### config.mk
export PLATFORM = sky130hd
export DESIGN_NAME = edf_tick_scheduler
export DESIGN_NICKNAME = d
export VERILOG_FILES = /design/src/design/edf_pkg.sv /design/src/design/edf_tick_scheduler.sv
export SDC_FILE = /design/constraint.sdc
export NUM_CORES = 2
export LEC_CHECK = 0
export ABC_CLOCK_PERIOD_IN_PS = 17950
export BUFFER_PORTS_ARGS = -buffer_cell sky130_fd_sc_hd__buf_4
export CAP_MARGIN = 20
export CELL_PAD_IN_SITES_DETAIL_PLACEMENT = 0
export CELL_PAD_IN_SITES_GLOBAL_PLACEMENT = 2
export CORE_ASPECT_RATIO = 1.1
export CORE_MARGIN = 1
export CORE_UTILIZATION = 30
export CTS_CLUSTER_DIAMETER = 150
export DETAILED_ROUTE_END_ITERATION = 8
export PLACE_DENSITY = 0.54
export SKIP_CTS_REPAIR_TIMING = 1
export SYNTH_ARGS = -nofsm -noshare
export SYNTH_HDL_FRONTEND = slang
export SYNTH_SLANG_ARGS = --single-unit
### constraint.sdc
create_clock -name clk -period 17.95 [get_ports clk]
set_input_delay 1.795 -clock clk [delete_from_list [all_inputs] [get_ports clk]]
set_output_delay 1.795 -clock clk [all_outputs]
set_load 0.01 [all_outputs]
### src/design/edf_pkg.sv
// Shared constants and command codes for the EDF tick scheduler.
package edf_pkg;

    localparam int MAX_TASKS_DEF = 8;
    localparam int JOB_SLOTS_DEF = 16;
    localparam int TIME_BITS_DEF = 16;

    localparam logic [3:0] STACK_STARTED_RST = 4'd10;
    localparam logic [3:0] STACK_WAITING_RST = 4'd3;

    localparam logic [1:0] CMD_LOAD  = 2'd0;
    localparam logic [1:0] CMD_TICK  = 2'd1;
    localparam logic [1:0] CMD_CLEAR = 2'd2;

    localparam logic [1:0] REG_NUM_TASKS     = 2'd0;
    localparam logic [1:0] REG_STACK_STARTED = 2'd1;
    localparam logic [1:0] REG_STACK_WAITING = 2'd2;

endpackage

### src/design/edf_tick_scheduler.sv
// Earliest-deadline-first tick scheduler: task table, job slots, sequencer.
// Load and clear transactions are applied on acceptance. A tick walks n = min(num_tasks, MAX_TASKS)
// release checks on one shared restoring mod unit of DW = max(TIME_BITS,16) bits, then a
// selection scan over all job slots and, unless idle, a stack summing scan over all slots.
// The block is ready for the next transaction in the same cycle as the result turns valid;
// a stalled result holds the block busy.
// Reset: task table to phase 0, period 1, deadline 0, exec 1; no valid jobs,
// time 0, worst 0, num_tasks 0, stack_started 10, stack_waiting 3.
module edf_tick_scheduler
    import edf_pkg::*;
#(
    parameter int MAX_TASKS = MAX_TASKS_DEF,
    parameter int JOB_SLOTS = JOB_SLOTS_DEF,
    parameter int TIME_BITS = TIME_BITS_DEF
)
(
    input  logic        clk,
    input  logic        rst_n,
    input  logic        s_axis_tvalid,
    output logic        s_axis_tready,
    // task_index[2:0], release_offset[18:3], release_period[34:19],
    // relative_deadline[50:35], exec_ticks[66:51], zero fill
    input  logic [71:0] s_axis_tdata,
    // command[1:0]
    input  logic [1:0]  s_axis_tuser,
    output logic        m_axis_tvalid,
    input  logic        m_axis_tready,
    // tick_time[15:0], idle[16], running_task[19:17], stack_now[27:20],
    // stack_worst[35:28], slot_overflow[36], zero fill
    output logic [39:0] m_axis_tdata,
    input  logic        psel,
    input  logic        penable,
    input  logic        pwrite,
    input  logic [3:0]  paddr,
    input  logic [31:0] pwdata,
    output logic [31:0] prdata,
    output logic        pready
);

    localparam int DW = (TIME_BITS > 16) ? TIME_BITS : 16;
    localparam int TW = (MAX_TASKS > 1) ? $clog2(MAX_TASKS) : 1;
    localparam int KW = $clog2(MAX_TASKS + 1);
    localparam int SW = $clog2(JOB_SLOTS);
    localparam int IW = $clog2(JOB_SLOTS + 1);
    localparam int CW = $clog2(DW + 1);

    typedef enum logic [2:0] {
        ST_IDLE, ST_REL, ST_DIV, ST_SEL, ST_DEC, ST_SUM, ST_FIN
    } state_t;

    state_t state_reg;

    logic [3:0] num_tasks_reg, stack_started_reg, stack_waiting_reg;

    logic [15:0] task_phase_reg    [MAX_TASKS];
    logic [15:0] task_period_reg   [MAX_TASKS];
    logic [15:0] task_deadline_reg [MAX_TASKS];
    logic [15:0] task_exec_reg     [MAX_TASKS];

    logic [JOB_SLOTS-1:0] job_valid_reg;
    logic [TW-1:0]        job_task_reg     [JOB_SLOTS];
    logic [TIME_BITS:0]   job_dl_reg       [JOB_SLOTS];
    logic [TIME_BITS-1:0] job_rel_reg      [JOB_SLOTS];
    logic [15:0]          job_left_reg     [JOB_SLOTS];

    logic [TIME_BITS-1:0] time_reg;
    logic [7:0]           worst_reg;
    logic [7:0]           sum_reg;
    logic                 ovf_reg;
    logic                 found_reg;
    logic [SW-1:0]        sel_reg;
    logic [TIME_BITS:0]   best_dl_reg;
    logic [TIME_BITS-1:0] best_rel_reg;
    logic [TW-1:0]        best_task_reg;
    logic [KW-1:0]        k_reg;
    logic [IW-1:0]        i_reg;
    logic [CW-1:0]        cnt_reg;
    logic [DW-1:0]        dvd_reg;
    logic [15:0]          rem_reg;

    logic        m_valid_reg;
    logic [39:0] m_data_reg;

    // input fields
    logic [1:0]  command;
    logic [2:0]  task_index;
    logic [15:0] release_offset, release_period, relative_deadline, exec_ticks;
    assign command           = s_axis_tuser;
    assign task_index        = s_axis_tdata[2:0];
    assign release_offset    = s_axis_tdata[18:3];
    assign release_period    = s_axis_tdata[34:19];
    assign relative_deadline = s_axis_tdata[50:35];
    assign exec_ticks        = s_axis_tdata[66:51];

    assign s_axis_tready = (state_reg == ST_IDLE);
    assign m_axis_tvalid = m_valid_reg;
    assign m_axis_tdata  = m_data_reg;
    assign pready        = 1'b1;

    always_comb
    begin
        case (paddr[3:2])
            REG_NUM_TASKS:     prdata = {28'd0, num_tasks_reg};
            REG_STACK_STARTED: prdata = {28'd0, stack_started_reg};
            REG_STACK_WAITING: prdata = {28'd0, stack_waiting_reg};
            default:           prdata = 32'd0;
        endcase
    end

    // effective task count
    logic [KW-1:0] n_eff;
    assign n_eff = (32'(num_tasks_reg) > MAX_TASKS) ? KW'(MAX_TASKS) : KW'(num_tasks_reg);

    logic [TW-1:0] k_idx;
    logic [SW-1:0] i_idx;
    assign k_idx = k_reg[TW-1:0];
    assign i_idx = i_reg[SW-1:0];

    // distance between time and phase; congruence holds when it divides evenly
    logic [DW-1:0] t_ext, ph_ext, phase_gap;
    assign t_ext     = DW'(time_reg);
    assign ph_ext    = DW'(task_phase_reg[k_idx]);
    assign phase_gap = (t_ext >= ph_ext) ? (t_ext - ph_ext) : (ph_ext - t_ext);

    // one restoring step of the mod unit
    logic [16:0] rem_sh, rem_sub;
    logic [15:0] rem_new;
    assign rem_sh  = {rem_reg, dvd_reg[DW-1]};
    assign rem_sub = rem_sh - {1'b0, task_period_reg[k_idx]};
    assign rem_new = (rem_sh >= {1'b0, task_period_reg[k_idx]}) ? rem_sub[15:0] : rem_sh[15:0];

    // lowest free slot
    logic          free_any;
    logic [SW-1:0] free_idx;
    always_comb
    begin
        free_any = 1'b0;
        free_idx = '0;
        for (int s = JOB_SLOTS - 1; s >= 0; s--)
        begin
            if (!job_valid_reg[s])
            begin
                free_any = 1'b1;
                free_idx = SW'(s);
            end
        end
    end

    logic [DW:0] dl_sum;
    assign dl_sum = {1'b0, t_ext} + (DW + 1)'(task_deadline_reg[k_idx]);

    // selection compare of scanned slot against best so far
    logic earlier;
    always_comb
    begin
        if (job_dl_reg[i_idx] != best_dl_reg)
            earlier = job_dl_reg[i_idx] < best_dl_reg;
        else if (job_rel_reg[i_idx] != best_rel_reg)
            earlier = job_rel_reg[i_idx] < best_rel_reg;
        else
            earlier = job_task_reg[i_idx] < best_task_reg;
    end

    logic [3:0] charge;
    logic [8:0] sum_add;
    assign charge  = (job_left_reg[i_idx] < task_exec_reg[job_task_reg[i_idx]])
                     ? stack_started_reg : stack_waiting_reg;
    assign sum_add = {1'b0, sum_reg} + 9'(charge);

    logic [DW-1:0] tick_ext;
    logic [2:0]    run_task;
    logic [7:0]    worst_next;
    assign tick_ext   = DW'(time_reg);
    assign run_task   = found_reg ? 3'(job_task_reg[sel_reg]) : 3'd0;
    assign worst_next = (found_reg && sum_reg > worst_reg) ? sum_reg : worst_reg;

    logic cfg_wr;
    assign cfg_wr = psel && penable && pwrite && pready;

    // result register takes the finished tick when empty or being drained
    logic fin_fire;
    assign fin_fire = (state_reg == ST_FIN) && (!m_valid_reg || m_axis_tready);

    always_ff @(posedge clk or negedge rst_n)
    begin
        if (!rst_n)
        begin
            state_reg         <= ST_IDLE;
            num_tasks_reg     <= 4'd0;
            stack_started_reg <= STACK_STARTED_RST;
            stack_waiting_reg <= STACK_WAITING_RST;
            job_valid_reg     <= '0;
            time_reg          <= '0;
            worst_reg         <= 8'd0;
            m_valid_reg       <= 1'b0;
            for (int t = 0; t < MAX_TASKS; t++)
            begin
                task_phase_reg[t]    <= 16'd0;
                task_period_reg[t]   <= 16'd1;
                task_deadline_reg[t] <= 16'd0;
                task_exec_reg[t]     <= 16'd1;
            end
        end
        else
        begin
            if (cfg_wr)
            begin
                case (paddr[3:2])
                    REG_NUM_TASKS:     num_tasks_reg     <= pwdata[3:0];
                    REG_STACK_STARTED: stack_started_reg <= pwdata[3:0];
                    REG_STACK_WAITING: stack_waiting_reg <= pwdata[3:0];
                    default:           ;
                endcase
            end
            if (fin_fire)
                m_valid_reg <= 1'b1;
            else if (m_valid_reg && m_axis_tready)
                m_valid_reg <= 1'b0;

            case (state_reg)
                ST_IDLE:
                begin
                    if (s_axis_tvalid)
                    begin
                        case (command)
                            CMD_LOAD:
                            begin
                                if (32'(task_index) < MAX_TASKS)
                                begin
                                    task_phase_reg[TW'(task_index)]    <= release_offset;
                                    task_period_reg[TW'(task_index)]   <=
                                        (release_period == 16'd0) ? 16'd1 : release_period;
                                    task_deadline_reg[TW'(task_index)] <= relative_deadline;
                                    task_exec_reg[TW'(task_index)]     <=
                                        (exec_ticks == 16'd0) ? 16'd1 : exec_ticks;
                                end
                            end
                            CMD_TICK:
                            begin
                                k_reg     <= '0;
                                ovf_reg   <= 1'b0;
                                state_reg <= ST_REL;
                            end
                            CMD_CLEAR:
                            begin
                                job_valid_reg <= '0;
                                time_reg      <= '0;
                                worst_reg     <= 8'd0;
                            end
                            default: ;
                        endcase
                    end
                end
                ST_REL:
                begin
                    if (k_reg < n_eff)
                    begin
                        dvd_reg   <= phase_gap;
                        rem_reg   <= 16'd0;
                        cnt_reg   <= '0;
                        state_reg <= ST_DIV;
                    end
                    else
                    begin
                        i_reg     <= '0;
                        found_reg <= 1'b0;
                        state_reg <= ST_SEL;
                    end
                end
                ST_DIV:
                begin
                    rem_reg <= rem_new;
                    dvd_reg <= {dvd_reg[DW-2:0], 1'b0};
                    cnt_reg <= cnt_reg + 1'b1;
                    if (cnt_reg == CW'(DW - 1))
                    begin
                        if (rem_new == 16'd0)
                        begin
                            if (!free_any)
                                ovf_reg <= 1'b1;
                            else
                            begin
                                job_valid_reg[free_idx] <= 1'b1;
                                job_task_reg[free_idx]  <= k_idx;
                                job_dl_reg[free_idx]    <= dl_sum[TIME_BITS:0];
                                job_rel_reg[free_idx]   <= time_reg;
                                job_left_reg[free_idx]  <= task_exec_reg[k_idx];
                            end
                        end
                        k_reg     <= k_reg + 1'b1;
                        state_reg <= ST_REL;
                    end
                end
                ST_SEL:
                begin
                    if (job_valid_reg[i_idx] && (!found_reg || earlier))
                    begin
                        found_reg     <= 1'b1;
                        sel_reg       <= i_idx;
                        best_dl_reg   <= job_dl_reg[i_idx];
                        best_rel_reg  <= job_rel_reg[i_idx];
                        best_task_reg <= job_task_reg[i_idx];
                    end
                    i_reg <= i_reg + 1'b1;
                    if (i_reg == IW'(JOB_SLOTS - 1))
                        state_reg <= ST_DEC;
                end
                ST_DEC:
                begin
                    sum_reg <= 8'd0;
                    i_reg   <= '0;
                    if (found_reg)
                    begin
                        job_left_reg[sel_reg] <= job_left_reg[sel_reg] - 16'd1;
                        state_reg <= ST_SUM;
                    end
                    else
                        state_reg <= ST_FIN;
                end
                ST_SUM:
                begin
                    if (job_valid_reg[i_idx])
                        sum_reg <= sum_add[8] ? 8'hFF : sum_add[7:0];
                    i_reg <= i_reg + 1'b1;
                    if (i_reg == IW'(JOB_SLOTS - 1))
                        state_reg <= ST_FIN;
                end
                ST_FIN:
                begin
                    if (fin_fire)
                    begin
                        worst_reg <= worst_next;
                        if (found_reg && job_left_reg[sel_reg] == 16'd0)
                            job_valid_reg[sel_reg] <= 1'b0;
                        m_data_reg  <= {3'd0, ovf_reg, worst_next, sum_reg, run_task,
                                        !found_reg, tick_ext[15:0]};
                        time_reg    <= time_reg + 1'b1;
                        state_reg   <= ST_IDLE;
                    end
                end
                default: state_reg <= ST_IDLE;
            endcase
        end
    end

    // a tick keeps the block busy on the next cycle
    assert property (@(posedge clk) disable iff (!rst_n)
        (s_axis_tvalid && s_axis_tready && s_axis_tuser == CMD_TICK) |=> !s_axis_tready)
        else $error("tick accepted without going busy");

    // an idle result carries no task and no stack use
    assert property (@(posedge clk) disable iff (!rst_n)
        (m_axis_tvalid && m_axis_tdata[16]) |->
            (m_axis_tdata[19:17] == 3'd0 && m_axis_tdata[27:20] == 8'd0))
        else $error("idle result with task or stack");

    // worst value never below the current sum
    assert property (@(posedge clk) disable iff (!rst_n)
        m_axis_tvalid |-> (m_axis_tdata[35:28] >= m_axis_tdata[27:20]))
        else $error("stack_worst below stack_now");

endmodule

# After elaboration in Yosys (flattened, before gate mapping)
# Memory sizes are Yosys's and may differ from the RTL's. A register that Yosys moved wholly into a read port is not among the register bits.
# Index checks and enable logic that the tools add are counted.
# op_classes
n_addsub,10
multipliers,0
div,0
order_cmp,18
eq_ne,29
shift,0
mux,134
bitwise,6
n_reduce_logical,49
# op_table
cell,n
$bwmux 128,4
$mux 16,26
$bmux 16 s3,5
$mux 4,27
$pmux 16 s2,3
$logic_not 16->1,4
$demux 16 s3,1
$mux 8,6
$pmux 16 s3,1
$sub 16x16->16,3
$mux 1,40
$lt 16x16->1,2
$pmux 8 s2,2
$ne 2x2->1 const B,12
$pmux 3 s7,1
$mux 3,6
$reduce_and 3->1,6
$add 16x16->17,1
$ge 17x16->1,1
$lt 17x17->1,1
$ne 17x17->1,1
$add 16x1->16 const B,1
$and 16x16->16,1
$ge 16x16->1,1
other kinds (47),90
# totals
register_bits,698
latchBits,0
mem_bits_rw,832
rom_bits,0
input_bits,117
output_inout_bits,75
mem_count,4
# memory_table
name,words,width,read_ports,rd_clocked_by_memory_dff,wr,line,rtl
job_dl_reg,16,17,1,1,1,edf_tick_scheduler.sv:62,logic [TIME_BITS:0] job_dl_reg [JOB_SLOTS];
job_left_reg,16,16,2,2,1,edf_tick_scheduler.sv:64,logic [15:0] job_left_reg [JOB_SLOTS];
job_rel_reg,16,16,1,1,1,edf_tick_scheduler.sv:63,logic [TIME_BITS-1:0] job_rel_reg [JOB_SLOTS];
job_task_reg,16,3,2,2,1,edf_tick_scheduler.sv:61,logic [TW-1:0] job_task_reg [JOB_SLOTS];

# Depth between registers and ports, before layout
# logic_depth
depth_word,25
ltp_mapped,26
mapped_depth_nobuf,23

# Worst setup path after synthesis
# Ideal clock, no wire load.
# synth_path
path_type,reg2reg
startpoint,register k_reg[0]
endpoint,"memory job_dl_reg[3][0] in the netlist's numbering, enable pin"
arrival_ns,8.754
required_time_ns,17.418
slack_ns,8.664
stages_incl_launch_ff,19
n_path_buf,4
cell_sequence,edfxtp_1 > clkbuf_1 > buf_1 > buf_1 > mux4_2 > mux2_2 > ha_1 > inv_1 > fa_1 > a21oi_1 > o211ai_1 > xor2_1 > a2111oi_0 > nand2_1 > nor4b_1 > a31oi_1 > or3_1 > clkbuf_1 > nor4b_1
# synth_via
elab_chain_len,12
elab_cells_between_ends,13
classes_between,add/sub (1); order compare (1); mux (8); bitwise (1); reduce/logical (2)
# synth_rtl
item,line,rtl
start: declaration,edf_tick_scheduler.sv:75,logic [KW-1:0] k_reg;
start signal: assignment,edf_tick_scheduler.sv:290,k_reg <= k_reg + 1'b1;
$not 3->4 (implied by the code) *,"edf_tick_scheduler.sv:129, edf_tick_scheduler.sv:130",
$bmux 16 s3 *,"edf_tick_scheduler.sv:129, edf_tick_scheduler.sv:130",
$mux 16 (implied by the code) * (2 in a row),"edf_tick_scheduler.sv:129, edf_tick_scheduler.sv:130",
$sub 16x16->16 / $ge 17x16->1 (equally long branches),"edf_tick_scheduler.sv:129, edf_tick_scheduler.sv:130",
$mux 16 *,edf_tick_scheduler.sv:130,"assign rem_new = (rem_sh >= {1'b0, task_period_reg[k_idx]}) ? rem_sub[15:0] : rem_sh[15:0];"
$logic_not 16->1 *,edf_tick_scheduler.sv:277,if (rem_new == 16'd0)
$mux 1 *,edf_tick_scheduler.sv:277,
$mux 1 *,edf_tick_scheduler.sv:275,if (cnt_reg == CW'(DW - 1))
$mux 1 *,edf_tick_scheduler.sv:220,case (state_reg)
$logic_and 1x1->1 (implied by the code) *,edf_tick_scheduler.sv:285,job_dl_reg[free_idx] <= dl_sum[TIME_BITS:0];
$mux 1 (implied by the code) *,edf_tick_scheduler.sv:285,
end: declaration,edf_tick_scheduler.sv:62,
# Mark *: on every way between the ends. The rest lies on a longest branch, timed or not. The select of a mux whose other input is x is not followed.

==> flow_summary.ini <==
[outcome]
status = completed

[sta]
setup_tns_ns = 0
fin_crit_sh = 0.4735
hold_violations = 0
rsz0062_at_grt = false
tightest_slew_ns = 1.122
setup_ws_ns = 9.450
relSlewSlack = 0.2440
max_freq_ghz = 0.1176
setup_viol = 0
clock_skew_ns = 0.04629
fin_crit_ns = 8.500
slew_violations = 0

[grt]
grt_pass1_wl_mm = 294.5
overflow = 0
antenna_found_initial = 20
grt_max_degree = 170
track_usage = 0.1705
grt_pass1_vias = 41403

[logic_synthesis]
ys.flop_type = edfxtp_1
synthCells = 4176
postSynth.asyncResetShare = 0.3686
seq_area_frac_synth = 0.6113
yosysUniqueCellTypes = 85
post-synth-top-count-cell = edfxtp_1
avgSynthCellArea_um2 = 16.99
synth.top_cell.area_share = 0.4084
ys.warnings.count = 0
yosys.area.top_type = edfxtp_1
synth_seq_cells = 1541
syn_area_um2 = 70960
synth_edf_count = 965
yosys-top-cells-area = edfxtp_1 41%, dfrtp_1 19%, mux4_2 16%
synth_common_cells = 965 x edfxtp_1, 548 x dfrtp_1, 541 x mux2_2

[cells_and_area]
largest_reg_flops = 272
layout-drive-gt1-share = 0.3631
layout.nets = 4613
nFillCells = 22267
final_area_um2 = 81670
final-seq-area_um2 = 43400
fin_util = 0.3485
area_growth_pct = 15.09
multi_input_area_um2 = 26450

[clocking]
clk_latency_ns = 0.84
cts_sinks = 1541
path_clk_slew_ns = 0.06
numCtsBuffers = 168
ctsLongestPathBuffers = 3
cts_tree = yes
cts_root_buf = clkbuf_16
htreeDepth = 4

[critical_path]
worstPathCellList = buf_4 > buf_4 > mux4_2 > mux4_2 > buf_4 > mux4_2 > mux2i_1 > ha_1 > a21oi_1 > nor2b_1 > o21ai_0 > nand2b_1 > a41oi_1 > nor4_1 > a221oi_1 > nand2_1 > mux2_2 > ha_1 > fa_1 > a21o_1 > a21oi_1 > nor2_1 > nand3_1 > a21oi_1
cp-start-kind = register
critPathRequiredTime_ns = 18.52
r2r-end = sum_reg[2]
crit_path_top_delay_cell = buf_4
ff2ff_path_depth = 24
r2r_setup_slack_ns = 9.45
critPathKind = register to register
crit_path_end_kind = register
cp.arrival_ns = 9.07
path_max_fanout = 34
slowest_delay_ns = 0.78

[floorplanning]
die_w_um = 465.7
ios = 192
die_y_um = 512.1
initial_core_util = 0.3028
coreArea_um2 = 234400
dieArea_um2 = 238500
num_rows = 186

[routing]
ant_nets = 0
vias = 38568
drc_errors = 0
wl_per_cell_um = 26.62
vias_per_cell = 5.073
postRouteWirelength_mm = 202.4
drtPass1Iterations = 7
drt_iter0_drc = 2674

[placement]
gp_congestion = 0.7514
io_buffers = 124
dp_hpwl_mm = 121.4
place_ws_ns = 9.232
dpl_cell_area_um2 = 76000

[pwr]
p_leak_nw = 30.97
ir_worst_vdd_v = 0.00009888
powerDensity_nw_per_um2 = 149.6

[hold_path]
hold_start = task_period_reg[96]
worstHoldPathCells = 2
worstHoldEndpoint = task_period_reg[96]
hp-class = register to register

[flow_run]
maxCapViolCount = 0
## worst max-delay path: cells and delay by family, from the launching register on
| family | cells | cell delay, ns |
|---|---|---|
| buffers and inverters | 3 | 1.96 |
| DFF | 1 | 0.33 |
| and+or+nand+nor | 6 | 0.95 |
| AOI/OAI and AO/OA | 7 | 1.38 |
| muxes | 5 | 2.48 |
| adders and majority gates | 3 | 1.00 |
## layout make-up
cell class              instances  area share
repair buffers                243     0.02350
multi-input cells            2296      0.3238
diodes                          3  0.00009192
inverters                     106    0.004872
clock buffers                 222     0.05629
flip-flops and latches       1541      0.5314
well taps                    3102     0.04752
clock inverters                90     0.01253
## how the worst max path moves through the flow
stage / endpoint / slack (ns)
after CTS: sum_reg[2] / 9.20
after global routing: sum_reg[5] / 8.81
after global placement: sum_reg[1] / 9.12
after detailed placement: sum_reg[2] / 9.23
after floorplan: job_dl_reg[3][0] / 8.66
final: sum_reg[2] / 9.45
## layer usage
layer  track usage  vias up  routed length (um)
li1              -    16910                   -
met1        0.2263    20724               89680
met2        0.2890      660              100400
met3       0.02644      262                7390
met4       0.04530       12                4835
met5             0        -                  69
## layout by cell type (no fill, tap or decap), types with 22 or more instances in the layout
cell,count
edfxtp_1,965
clkbuf_1,35
mux4_2,501
xor2_1,24
nand2_1,148
nand3_1,32
mux2_2,541
o21ai_0,115
clkbuf_16,168
nand2b_1,26
nor3_1,28
dfrtp_1,548
nor2_1,104
nor2b_1,33
ha_1,135
mux2i_1,70
a211oi_1,23
xnor2_1,32
clkinv_2,28
buf_4,235
conb_1,32
clkinv_1,22
a21o_1,33
inv_1,105
a21oi_1,111
## kinds of logic after synthesis
| group | share of synthesized area |
|---|---|
| buffers and inverters | 0.02213 |
| muxes | 0.2610 |
| xor gates and xnor gates | 0.007529 |
| and+or+nand+nor | 0.03532 |
| DFF | 0.6113 |
| adders and majority gates | 0.02521 |
| other | 0.0001058 |
| AOI/OAI and AO/OA | 0.03743 |
## power by group
| part | total [mW] | internal (mW) | switching, mW |
|---|---|---|---|
| clock | 3.54 | 2.02 | 1.51 |
| combinational | 3.94 | 1.76 | 2.18 |
| sequential | 4.74 | 4.45 | 0.293 |
| total | 12.2 | 8.23 | 3.99 |
## stage by stage
step | instances | hold slack, ns | power, mW
detailed placement | 7283 | 0.4753 | 8.825
floorplan | 4206 | 0.4003 | 7.431
CTS | 7595 | 0.4839 | 12.42
global placement | 7282 | 0.4682 | 8.813
finish | 7603 | 0.4803 | 12.21
global route | 7601 | 0.4943 | 12.89
Power figures use the tool's default switching activity.
